## config.mk

```make
export PLATFORM = sky130hd
export DESIGN_NAME = wstc_ctrl
export DESIGN_NICKNAME = d
export VERILOG_FILES = /design/src/design/assert_macros.svh /design/src/design/wstc_pkg.sv /design/src/design/wstc_ctrl.sv
export SDC_FILE = /design/constraint.sdc
export NUM_CORES = 1
export LEC_CHECK = 0
export ABC_AREA = 1
export BUFFER_PORTS_ARGS = -buffer_cell sky130_fd_sc_hd__buf_2
export CORE_AREA = 2 2 39 41
export CTS_CLUSTER_DIAMETER = 100
export DETAILED_ROUTE_END_ITERATION = 6
export DIE_AREA = 0 0 41 43
export PLACE_DENSITY = 0.46
export SLEW_MARGIN = 20
export SYNTH_ARGS = -nofsm -noshare
export SYNTH_HDL_FRONTEND = slang
export SYNTH_SLANG_ARGS = --single-unit
```

## constraint.sdc

```tcl
create_clock -name clk -period 1.31 [get_ports clk]
set_input_delay 0 -clock clk [delete_from_list [all_inputs] [get_ports clk]]
set_output_delay 0 -clock clk [all_outputs]
set_load 0.02 [all_outputs]
```

## src/design/assert_macros.svh

```systemverilog
// Assertion macros for the waypoint spot-turn controller.
`ifndef ASSERT_MACROS_SVH
`define ASSERT_MACROS_SVH
`ifndef NO_ASSERTIONS
// Antecedent and consequent in the same cycle.
`define WSTC_ASSERT_NOW(label, clk, rst, ante, cons) \
  label: assert property (@(posedge clk) disable iff (rst) (ante) |-> (cons)) \
    else $error("assertion failed");
// Consequent in the cycle after the antecedent.
`define WSTC_ASSERT_NEXT(label, clk, rst, ante, cons) \
  label: assert property (@(posedge clk) disable iff (rst) (ante) |=> (cons)) \
    else $error("assertion failed");
`else
`define WSTC_ASSERT_NOW(label, clk, rst, ante, cons)
`define WSTC_ASSERT_NEXT(label, clk, rst, ante, cons)
`endif
`endif

```

## src/design/wstc_pkg.sv

```systemverilog
// Shared types, constants and tables of the waypoint spot-turn controller.
package wstc_pkg;

  localparam int MAX_WAYPOINTS_DEF = 64;
  localparam int POSITION_BITS_DEF = 24;
  localparam int ANGLE_FRACTION_BITS = 13;

  localparam logic [1:0] FUNC_WRITE = 2'd0;
  localparam logic [1:0] FUNC_START = 2'd1;
  localparam logic [1:0] FUNC_TICK  = 2'd2;

  localparam logic [1:0] REG_LINEAR_LIMIT  = 2'd0;
  localparam logic [1:0] REG_ANGULAR_LIMIT = 2'd1;
  localparam logic [1:0] REG_POS_TOL       = 2'd2;
  localparam logic [1:0] REG_HEAD_TOL      = 2'd3;

  localparam logic [15:0] LINEAR_LIMIT_RST  = 16'd901;
  localparam logic [14:0] ANGULAR_LIMIT_RST = 15'd20480;
  localparam logic [15:0] POS_TOL_RST       = 16'd41;
  localparam logic [14:0] HEAD_TOL_RST      = 15'd82;

  localparam longint PI_Q30 = 64'sd3373259426;
  localparam int ANG_SHIFT = 30 - ANGLE_FRACTION_BITS;
  localparam longint PI_ANG = (PI_Q30 + (64'sd1 <<< (ANG_SHIFT - 1))) >>> ANG_SHIFT;
  localparam int CORDIC_STEPS = 30;
  localparam int SQRT_STEPS = 19;
  localparam logic [17:0] DIST_SAT = 18'd131072;

  typedef enum logic [3:0] {
    ST_IDLE,
    ST_DECODE,
    ST_DIFF,
    ST_SQUARE,
    ST_NORM,
    ST_ROTATE,
    ST_ROUND,
    ST_THETA,
    ST_PUT
  } state_t;

  typedef struct packed {
    logic latch;
    logic diff;
    logic square;
    logic norm_step;
    logic rot_init;
    logic rot_step;
    logic round;
    logic theta;
    logic put;
  } ctl_cmd_t;

  typedef struct packed {
    logic tick_go;
    logic norm_done;
    logic rot_last;
    logic out_free;
  } dp_status_t;

  function automatic logic [29:0] atan_q30(input logic [4:0] i);
    logic [29:0] v;
    unique case (i)
      5'd0:  v = 30'd843314857;
      5'd1:  v = 30'd497837830;
      5'd2:  v = 30'd263043837;
      5'd3:  v = 30'd133525159;
      5'd4:  v = 30'd67021687;
      5'd5:  v = 30'd33543516;
      5'd6:  v = 30'd16775851;
      5'd7:  v = 30'd8388437;
      5'd8:  v = 30'd4194283;
      5'd9:  v = 30'd2097149;
      5'd10: v = 30'd1048576;
      5'd11: v = 30'd524288;
      5'd12: v = 30'd262144;
      5'd13: v = 30'd131072;
      5'd14: v = 30'd65536;
      5'd15: v = 30'd32768;
      5'd16: v = 30'd16384;
      5'd17: v = 30'd8192;
      5'd18: v = 30'd4096;
      5'd19: v = 30'd2048;
      5'd20: v = 30'd1024;
      5'd21: v = 30'd512;
      5'd22: v = 30'd256;
      5'd23: v = 30'd128;
      5'd24: v = 30'd64;
      5'd25: v = 30'd32;
      5'd26: v = 30'd16;
      5'd27: v = 30'd8;
      5'd28: v = 30'd4;
      5'd29: v = 30'd2;
      default: v = 30'd0;
    endcase
    return v;
  endfunction

endpackage

```

## src/design/wstc_ctrl.sv

```systemverilog
// Sequencer of the waypoint spot-turn controller.
module wstc_ctrl (
  input  logic                  clk,
  input  logic                  rst,
  input  logic                  in_valid,
  output logic                  in_stall,
  input  wstc_pkg::dp_status_t  status,
  output wstc_pkg::ctl_cmd_t    cmd
);

  wstc_pkg::state_t state, state_next;

  always_ff @(posedge clk) begin
    if (rst) begin
      state <= wstc_pkg::ST_IDLE;
    end else begin
      state <= state_next;
    end
  end

  always_comb begin
    state_next = state;
    cmd = '0;
    in_stall = 1'b1;
    unique case (state)
      wstc_pkg::ST_IDLE: begin
        in_stall = 1'b0;
        if (in_valid) begin
          cmd.latch = 1'b1;
          state_next = wstc_pkg::ST_DECODE;
        end
      end
      wstc_pkg::ST_DECODE: begin
        state_next = status.tick_go ? wstc_pkg::ST_DIFF : wstc_pkg::ST_PUT;
      end
      wstc_pkg::ST_DIFF: begin
        cmd.diff = 1'b1;
        state_next = wstc_pkg::ST_SQUARE;
      end
      wstc_pkg::ST_SQUARE: begin
        cmd.square = 1'b1;
        state_next = wstc_pkg::ST_NORM;
      end
      wstc_pkg::ST_NORM: begin
        if (status.norm_done) begin
          cmd.rot_init = 1'b1;
          state_next = wstc_pkg::ST_ROTATE;
        end else begin
          cmd.norm_step = 1'b1;
        end
      end
      wstc_pkg::ST_ROTATE: begin
        cmd.rot_step = 1'b1;
        if (status.rot_last) state_next = wstc_pkg::ST_ROUND;
      end
      wstc_pkg::ST_ROUND: begin
        cmd.round = 1'b1;
        state_next = wstc_pkg::ST_THETA;
      end
      wstc_pkg::ST_THETA: begin
        cmd.theta = 1'b1;
        state_next = wstc_pkg::ST_PUT;
      end
      wstc_pkg::ST_PUT: begin
        // hold until the output register can take the transfer
        if (status.out_free) begin
          cmd.put = 1'b1;
          state_next = wstc_pkg::ST_IDLE;
        end
      end
      default: state_next = wstc_pkg::ST_IDLE;
    endcase
  end

endmodule

```

Word level (Yosys, flattened, before mapping)
Cells that the tools add are included.
Cells by class
  bitwise logic cells: 0
  div/mod/pow operators: 0
  shifts and indexed selects: 0
  $add $sub $neg: 0
  multiply operators: 0
  equal/unequal tests: 12
  muxes and demuxes: 19
  $lt $le $gt $ge: 0
  reductions and logical operators: 2
Operators with widths (number)
  case mux 4 bit (9 select lines): 1
  2-to-1 mux 4 bit: 5
  equality test 4 x 3 -> 1 bit, second input constant: 4
  2-to-1 mux 1 bit: 12
  equality test 4 x 2 -> 1 bit, second input constant: 2
  != test 2 bit, second input constant: 4
  equality test 4 x 1 -> 1 bit, second input constant: 1
  equality test 4 bit, second input constant: 1
  logical NOT 4 bit: 1
  AND reduction 4 bit: 1
  2-to-1 mux 2 bit: 1
Storage, ports and cells
  word-level logic and storage cells: 34
  flip-flop bits (word level): 4
  memories: 0
  ROM bits: 0
  RAM bits: 0
  bits in latches: 0

Depth between registers and ports, before layout
Gate-level depths: netlist of the first run.
  depth in word-level cells: 3
  gate-level depth with buffers: 7
  mapped depth without buffers: 7

Worst setup path before layout of the first run
OpenSTA, ideal clock, no wires.
  path type: register to register
  from: register state[3]
  to: register state[2]
  slack: 125 ps
  arrival: 1115 ps
  cell stages (with the launch flop): 6
  buffers on the path: 0
  cell sequence: dfxtp_1 > nor2_1 > inv_1 > nor2_1 > inv_1 > a21oi_1
Between the ends
  word-level cells in the longest chain between the ends: 3
  elaborated cells between the ends (all ways): 15
  those cells by class: eq/ne: 12; mux: 1; reduce/logical: 2
Ends and longest elaborated chain
  from (decl): RTL line wstc_ctrl.sv:11  | wstc_pkg::state_t state, state_next;
  from (signal assigned): RTL line wstc_ctrl.sv:15  | state <= wstc_pkg::ST_IDLE;
  from (signal assigned): RTL line wstc_ctrl.sv:17  | state <= state_next;
  equality test 4 x 3 -> 1 bit, or another cell as far along: RTL line wstc_ctrl.sv:25  | unique case (state)
  != test 2 bit (no line)
  AND reduction 4 bit (no line)
Several ways; a longest one is shown, not always the timed one.
A chain may end at the register's enable or synchronous reset.

==> out/summary.txt, run 1 <==
status: finished, final reports clean
1st-iter DRT viols: 4
clock power share: 0.349
CTS H-tree depth: 1
grt total ovfl: 0
First-pass DRT Iterations: 3
WL/cell: 8.644 µm
Placed Cells: 86
setup tns final: 0 ps
first-pass GRT wire length: 1228 µm
worst-path fanout max: 7
layout cells sized above 1: 0.3108
CP Data Required Time: 1310 ps
# port buffers: 16
Max clock buf depth: 2
syn avg cell area: 5.584 µm²
worst hold path class: input pin to register
critical path's largest stage delay: 370 ps
Final Hold Vio Count: 0
Post-Route M1 WL: 326 µm
P&R area growth vs syn: 44.81%
post-synthesis cell count: 54
cts bufs inserted: 3
Die Area: 0.001763 mm²
slowest CP cell: dfxtp_1
DRT Wirelength: 778 µm
synth top area cells: dfxtp_1 27%, inv_1 16%, nand2_1 14%
Tmin final: 1192 ps
drt drc: 0
Crit path arrival time: 1190 ps
I/O pin total: 17
Die H: 43 µm
Lkg Pwr: 0.2756 nW
sw power: 0.0001449 W
Routability Congestion: 0.6383
worst-path cell chain: nor2_2 -> nand2_1 -> nor2_1 -> buf_2
DP Wirelength: 650 µm
power per cell area: 978.6 mW/mm²
Clock Latency Late Sink: 230 ps
CTS Root Cell: clkbuf_4
nets: 83
Top Registers: state (4)
clock sinks: 4
Biggest register: state
maxcap violations: 0
CP Class: register to primary output
CTS tree: built
final-report max-slew violation count: 0
Comb power frac: 0.310
P_int: 0.0002824 W
Via density: 4.222
CP Launch Type: register
Ys Warns: 0
Net Sw Frac: 0.3392
routed vias: 380
period utilization: 0.9099
Synth cell types: 13
Die X: 41 µm
largest net degree at the start of global routing: 8
Mapped Area: 301.5 µm²
RSZ-0062 raised after global routing: no
Yosys top cell by area: dfxtp_1
clock-pin slew on the worst setup and hold paths: 40 ps
Rows: 14
Layout Cells excl Fill: 90
Post-DRT Antenna Nets: 0
Antenna diodes: 0
Place WS: 172.9 ps
vias in the first global route: 315
final setup fails: 0
Initial Util: 0.2179
FMAX: 839.0 MHz
initial antenna violation count: 0
syn nets: 61
Worst Tran Pin Value: 249.4 ps
Seq cells post-synth: 4
Largest register FFs: 4
final setup margin: 118.1 ps
sequential fraction of the synthesis area: 0.2656
critical path endpoint category: primary output
Sequential Power Share: 0.342
top-area cell type share of the netlist area: 0.2656
setup bufs post-CTS: 0
Clock Skew: 2.076 ps
Max-slew headroom: 0.8335
Std-Cell Core Area: 0.001384 mm²
global-route usage over all layers: 0.1064
Max rail drop VDD: 0.3333 mV
Max Used Layer: met3
Met2 Routed Length: 404 µm
wire length on met3: 46 µm
[layout make-up]
type | instances | area, µm²
inverter | 13 | 48.80
tap | 16 | 20.02
clock buffer | 3 | 22.52
timing repair buffer | 17 | 90.09
fill | 181 | 947.2
multi-input combinational | 37 | 175.2
sequential | 4 | 80.08
[final timing paths]
path                            to  slack (ps)  cells after the start                   from
max                         cmd[8]         120                      4  state[1]$_SDFFE_PP0P_
min reg2reg  state[0]$_SDFFE_PP0P_         610                      3  state[3]$_SDFFE_PP0P_
max reg2reg  state[0]$_SDFFE_PP0P_         170                      7  state[0]$_SDFFE_PP0P_
min          state[0]$_SDFFE_PP0P_          80                      4              status[1]
[cells in the final DEF (no fill, tap or decap)]
| master | count |
|---|---|
| dlygate4sd3_1 | 1 |
| nor3_1 | 1 |
| nand2_1 | 11 |
| o22ai_1 | 1 |
| inv_1 | 13 |
| nor2_1 | 10 |
| o21bai_1 | 1 |
| a21oi_1 | 2 |
| nand3_1 | 5 |
| o211ai_1 | 1 |
| dfxtp_1 | 4 |
| clkbuf_4 | 3 |
| buf_2 | 16 |
| nand3_2 | 1 |
| nor2_2 | 3 |
| nor4_1 | 1 |
[timing repair]
| item | CTS | global route |
|---|---|---|
| hold buffers | 1 | 0 |
| resized for setup | 0 | 1 |
| setup endpoints to repair | 0 | 3 |
| endpoints found under the hold margin | 3 | 0 |
[per-layer routing]
layer	track usage	vias to the layer above
li1	-	206
met1	0.1254	166
met2	0.1531	8
met3	0.03141	0
met4	0.08000	0
met5	0	-
[synth_stat cells]
library cell  number
o22ai_1            1
o21bai_1           1
nor2_2             2
inv_1             13
nand2_1           11
a21oi_1            2
dfxtp_1            4
nor4_1             1
nand3_2            1
nor2_1            11
nand3_1            5
o211ai_1           1
nor3_1             1
[through the flow]
step | hold slack [ps] | util | instance area (µm²) | power [W]
after floorplan | 69.07 | - | 301.5 | 0.0002372
after global placement | 217.6 | 0.2902 | 401.6 | 0.0002795
after detailed placement | 215.3 | 0.2902 | 401.6 | 0.0002791
after CTS | 68.82 | 0.3137 | 434.2 | 0.0004402
after global routing | 98.85 | 0.3156 | 436.7 | 0.0004683
final | 77.78 | 0.3156 | 436.7 | 0.0004273
[critical path: cells and delay by family (launching register included)]
family | cells | cell delay [ps]
buffers and inverters | 1 | 170
flip-flops | 1 | 370
AND/OR/NAND/NOR | 3 | 420
[power by group through the flow]
| stage | clock network, W | logic [W] | registers (W) |
|---|---|---|---|
| 2_1_floorplan | 0 | 0.0000933 | 0.000144 |
| 3_3_place_gp | 0 | 0.000131 | 0.000148 |
| 3_5_place_dp | 0 | 0.000132 | 0.000147 |
| 4_1_cts | 0.000160 | 0.000134 | 0.000145 |
| 5_1_grt | 0.000170 | 0.000151 | 0.000148 |
| 6_report | 0.000149 | 0.000132 | 0.000146 |
[kinds of logic after synthesis]
family,count (synthesis),synth area share
and+or+nand+nor,32,0.4689
buffers and inverters,13,0.1618
AOI/OAI and AO/OA,5,0.1038
DFF,4,0.2656
No activity file was read; power rests on OpenSTA's default activity.
==> inputs of run 2 (changes only) <==
- CTS_BUF_LIST: not set -> sky130_fd_sc_hd__clkbuf_16
==> out/summary.txt, run 2 (same netlist as run 1, synthesis figures left out) <==
slowest CP cell: dfxtp_1
met1 track demand over resource: 0.1286 (+0.003215)
layer with the highest usage: met2
clock sinks: 4 (unchanged)
Routability Congestion: 0.6383 (unchanged)
Initial Util: 0.2179 (unchanged)
grt total ovfl: 0 (unchanged)
Min-Delay Path Depth: 4 (unchanged)
vias in the first global route: 301 (-4.4%)
worst hold path class: input pin to register
Post-DRT Antenna Nets: 0 (unchanged)
commonest cells after routing, fill and taps aside: 16 x buf_2, 13 x inv_1, 11 x nand2_1
DRT Wirelength: 778 µm (unchanged)
setup bufs post-CTS: 0 (unchanged)
Hold EP: state[0]$_SDFFE_PP0P_
Lkg Pwr: 0.2988 nW (+8.4%)
Bufs and invs on worst path: 1 (unchanged)
global-route usage over all layers: 0.1004 (-0.006024)
CP Launch Type: register
# port buffers: 16 (unchanged)
CTS Root Cell: clkbuf_16
critical path's largest stage delay: 360 ps (about the same)
final setup fails: 0 (unchanged)
layout cells sized above 1: 0.3108 (unchanged)
Biggest register: state
initial antenna violation count: 0 (unchanged)
clock-pin slew on the worst setup and hold paths: 30 ps (about the same)
CP Class: register to primary output
nets: 83 (unchanged)
setup tns final: 0 ps (unchanged)
Crit path arrival time: 1180 ps (about the same)
Die Area: 0.001763 mm² (unchanged)
RSZ-0062 raised after global routing: no
1st-iter DRT viols: 9 (+5)
Rows: 14 (unchanged)
First-pass DRT Iterations: 4 (+1)
Clock Skew: 1.046 ps (-1.030 ps)
CTS tree: built
Via density: 4.200 (-0.53%)
Top Registers: state (4)
Max rail drop VDD: 0.8299 mV (+150%)
FMAX: 849.0 MHz (+1.2%)
critical hold path startpoint: status[1]
Max-slew headroom: 0.8339 (about the same)
Reg2Reg Depth: 7 (unchanged)
drt drc: 0 (unchanged)
Worst Tran Pin Value: 248.9 ps (-0.5049 ps)
maxcap violations: 0 (unchanged)
Die H: 43 µm (unchanged)
Tot Pwr: 0.0007480 W (+75%)
Final Hold Vio Count: 0 (unchanged)
P&R area growth vs syn: 62.24%
WL/cell: 8.644 µm (unchanged)
first-pass GRT wire length: 1193 µm (-2.9%)
grt met2 use: 0.1500 (-0.003125)
cts bufs inserted: 3 (unchanged)
RR Endpoint: state[0]$_SDFFE_PP0P_
CP Data Required Time: 1310 ps (about the same)
crit-path leading delay family: simple AND/OR/NAND/NOR gates
status: finished, final reports clean
routed vias: 378 (-0.53%)
met3 global-route usage: 0.01571 (-0.01571)
most common cell after layout, fill and taps aside: buf_2
Die X: 41 µm (unchanged)
DP Wirelength: 650 µm (unchanged)
period utilization: 0.8991 (-0.01074)
largest net degree at the start of global routing: 8 (unchanged)
CTS H-tree depth: 1 (unchanged)
power per cell area: 1529 mW/mm² (+56%)
Antenna diodes: 0 (unchanged)
Max clock buf depth: 2 (unchanged)
Std-Cell Core Area: 0.001384 mm² (unchanged)
Tmin final: 1178 ps (-14.06 ps)
Largest register FFs: 4 (unchanged)
final-report max-slew violation count: 0 (unchanged)
r2r setup slk: 160 ps (about the same)
worst-path fanout max: 7 (unchanged)
worst-path cell chain: nor2_2 -> nand2_1 -> nor2_1 -> buf_2
I/O pin total: 17 (unchanged)
critical path endpoint category: primary output
Reg2Reg Launch Point: state[0]$_SDFFE_PP0P_
Clock Latency Late Sink: 220 ps (about the same)
-- run 2: power breakdown --
| part | switching (W) | internal (W) | total [W] |
|---|---|---|---|
| Combinational | 0.0000842 | 0.0000480 | 0.000132 |
| Clock | 0.0000801 | 0.000389 | 0.000470 |
| Sequential | 0.0000138 | 0.000132 | 0.000146 |
-- run 2: cell type report --
type / count / area, µm²
Clock buffer: 3 / 75.07
Multi-Input combinational cell: 37 / 175.2
Sequential cell: 4 / 80.08
Tap cell: 16 / 20.02
Timing Repair Buffer: 17 / 90.09
Inverter: 13 / 48.80
Fill cell: 169 / 894.6
-- run 2: routing by layer --
metal  vias up  wire, µm
met4         0        15
met2        12       384
met5         -         0
met1       157       321
li1        207         -
met3         2        57
-- run 2: stage by stage --
step                area [µm²]    util  setup slack [ps]  cells  hold WS [ps]
finish                   489.2  0.3535             132.1     90         91.75
CTS                      486.7  0.3517             65.83     90         86.77
global route             489.2  0.3535             16.36     90         119.6
floorplan                301.5       -             124.9     54         69.07
detailed placement       401.6  0.2902             172.9     86         215.3
global placement         401.6  0.2902             155.2     86         217.6
-- run 2: worst reg2reg max path, cell delays in order, from the launching register on --
cell	delay (ps)
dfxtp_1	410
inv_1	110
nor2_1	160
nand3_1	120
nand2_1	90
nor2_2	40
nand2_1	50
a21oi_1	50
-- run 2: timing repair --
item | in CTS | in global routing
gates resized for setup | 0 | 1
hold buffers | 1 | 0
hold endpoints to repair | 3 | 0
setup endpoints to repair | 0 | 2
-- run 2: how the worst max path moves through the flow --
stage | depth (start not counted) | to | slack, ps | from
after floorplan | 5 | state[2]$_SDFFE_PP0P_ | 120 | state[3]$_SDFFE_PP0P_
after global placement | 6 | state[0]$_SDFFE_PP0P_ | 160 | state[3]$_SDFFE_PP0P_
after detailed placement | 7 | state[0]$_SDFFE_PP0P_ | 170 | state[0]$_SDFFE_PP0P_
after CTS | 4 | cmd[8] | 70 | state[3]$_SDFFE_PP0P_
after global routing | 7 | state[1]$_SDFFE_PP0P_ | 20 | state[0]$_SDFFE_PP0P_
final | 4 | cmd[8] | 130 | state[1]$_SDFFE_PP0P_
==> inputs of run 3 (changes only) <==
- ABC_AREA: 1 -> not set
- PLACE_DENSITY: 0.46 -> 0.49
==> out/summary.txt, run 3 <==
status: finished, final reports clean
initial antenna violation count: 0 (unchanged)
Placed Cells: 79 (-8.1%)
P&R area growth vs syn: 62.96%
Tot Pwr: 0.0009555 W (+28%)
Via density: 4.537 (+8.0%)
clock-pin slew on the worst setup and hold paths: 30 ps (about the same)
RSZ-0062 raised after global routing: no
Place WS: 52.13 ps (-120.8 ps)
Lkg Pwr: 0.2738 nW (-8.4%)
Mapped Area: 337.8 µm² (+12%)
Reg2Reg Launch Point: state[0]$_SDFFE_PP0P_
Top Registers: state (4)
syn avg cell area: 7.856 µm² (+41%)
count leader, synth: nor2_1
most common cell after layout, fill and taps aside: buf_2
nets: 75 (-9.6%)
Die Area: 0.001763 mm² (unchanged)
ys flop type: dfxtp_1
CP Launch Type: register
cts bufs inserted: 3 (unchanged)
post-synthesis cell count: 43 (-20%)
Die H: 43 µm (unchanged)
Initial Util: 0.2441 (+0.02622)
DRT Wirelength: 850 µm (+9.3%)
Tmin final: 1244 ps (+66.47 ps)
top-area cell type share of the netlist area: 0.2370 (-0.02852)
asr flop ratio synth: 0 (unchanged)
grt total ovfl: 0 (unchanged)
DP Wirelength: 678.3 µm (+4.4%)
Synth cell types: 23 (+10)
CTS H-tree depth: 1 (unchanged)
worst-path fanout max: 5 (-2)
routed vias: 372 (-1.6%)
worst hold path class: input pin to register
Worst Tran Pin Value: 267.9 ps (+19.06 ps)
CTS tree: built
layout cells sized above 1: 0.5152 (+0.2043)
Rows: 14 (unchanged)
power per cell area: 1736 mW/mm² (+14%)
Die X: 41 µm (unchanged)
Setup crit start: state[1]$_SDFFE_PP0P_
syn nets: 50 (-18%)
Largest register FFs: 4 (unchanged)
EDFF count, synth: 0 (unchanged)
sequential fraction of the synthesis area: 0.2370 (-0.02852)
final setup margin: 65.65 ps (-66.47 ps)
1st-iter DRT viols: 3 (-6)
WL/cell: 10.37 µm (+20%)
final setup fails: 0 (unchanged)
setup bufs post-CTS: 0 (unchanged)
vias in the first global route: 290 (-3.7%)
maxcap violations: 0 (unchanged)
Max-slew headroom: 0.8210 (-0.01283)
synth top area cells: dfxtp_1 24%, mux2i_1 5.9%, nor3_1 5.9%
r2r setup slk: 100 ps (-60 ps)
fill count: 157 (-7.1%)
RR Endpoint: state[0]$_SDFFE_PP0P_
period utilization: 0.9499 (+0.05074)
Max clock buf depth: 2 (unchanged)
final-report max-slew violation count: 0 (unchanged)
Ys Warns: 0 (unchanged)
drt drc: 0 (unchanged)
Seq cells post-synth: 4 (unchanged)
largest net degree at the start of global routing: 10 (+2)
Routability Congestion: 0.6785 (+6.3%)
commonest cells after routing, fill and taps aside: 16 x buf_2, 7 x buf_4, 5 x nor2_1
clock sinks: 4 (unchanged)
crit path capture: cmd[7]
Yosys top cell by area: dfxtp_1
synth cell count leaders: 5 x nor2_1, 4 x dfxtp_1, 4 x nand2_1, 4 x nor3_1, 3 x and3_1
I/O pin total: 17 (unchanged)
Max rail drop VDD: 0.8713 mV (+5.0%)
Layout Cells excl Fill: 82 (-8.9%)
Std-Cell Core Area: 0.001384 mm² (unchanged)
critical path endpoint category: primary output
setup tns final: 0 ps (unchanged)
global-route usage over all layers: 0.1114 (+0.01104)
Clock Latency Late Sink: 220 ps (about the same)
# hold bufs at CTS: 0 (-1)
Reg2Reg Depth: 3 (-4)
Final Hold Vio Count: 0 (unchanged)
CP Data Required Time: 1310 ps (about the same)
first-pass GRT wire length: 1166 µm (-2.3%)
First-pass DRT Iterations: 4 (unchanged)
Crit path arrival time: 1240 ps (+60 ps)
Util after Layout: 0.3978 (+0.04430)
CTS Root Cell: clkbuf_16
Post-DRT Antenna Nets: 0 (unchanged)
FMAX: 803.6 MHz (-5.3%)
# port buffers: 16 (unchanged)
Biggest register: state
Clock Skew: 0.7874 ps (-0.2583 ps)
Antenna diodes: 0 (unchanged)
CP Class: register to primary output
==> run 3: cell type report <==
class / instances / area (µm²) / share of cell area
Multi-Input combinational cell: 34 / 230.2 / 0.4182
Tap cell: 16 / 20.02 / 0.03636
Inverter: 2 / 7.507 / 0.01364
Timing Repair Buffer: 23 / 132.6 / 0.2409
Sequential cell: 4 / 85.08 / 0.1545
Clock buffer: 3 / 75.07 / 0.1364
==> run 3: repair_timing <==
action                                  4_1_cts  5_1_grt
resized for setup                             1        3
gates cloned                                  0        0
endpoints found under the setup margin        1        3
==> run 3: through the flow <==
step	hold WS, ps	area [µm²]
2_1_floorplan	76.00	337.8
3_3_place_gp	249.5	469.2
3_5_place_dp	253.9	469.2
4_1_cts	16.55	545.5
5_1_grt	20.02	550.5
6_report	10.48	550.5
==> run 3: how the worst min path moves through the flow <==
stage                     from               endpoint  cells past startpoint
final                      rst  state[1]$_SDFFE_PP0P_                      2
after global routing       rst  state[1]$_SDFFE_PP0P_                      2
after CTS                  rst  state[1]$_SDFFE_PP0P_                      2
after detailed placement   rst  state[2]$_SDFFE_PP0P_                      2
after global placement     rst  state[1]$_SDFFE_PP0P_                      2
after floorplan            rst  state[1]$_SDFFE_PP0P_                      1
==> run 3: report_power, final <==
group	total, W	internal, W	switching (W)
registers	0.000167	0.000144	0.0000237
clock network	0.000472	0.000390	0.0000826
logic	0.000316	0.000151	0.000165
total	0.000956	0.000685	0.000271
==> run 3: logic make-up after synthesis <==
group,synth area share
xor+xnor,0.02593
compound gates,0.1407
mux,0.1037
flops,0.2370
buf+inv,0.08519
simple gates,0.4074
==> run 3: critical path: stages, from the launching register on <==
cell	delay, ps
dfxtp_4	360
buf_4	120
or2b_1	240
nor3_1	120
buf_2	190
==> run 3: routing by layer <==
metal,up-vias,GRT usage,part of all wire
met5,-,0,0
met4,0,0.1400,0.045
met3,4,0.04712,0.078
met2,13,0.1469,0.42
met1,159,0.1093,0.45
li1,196,-,-
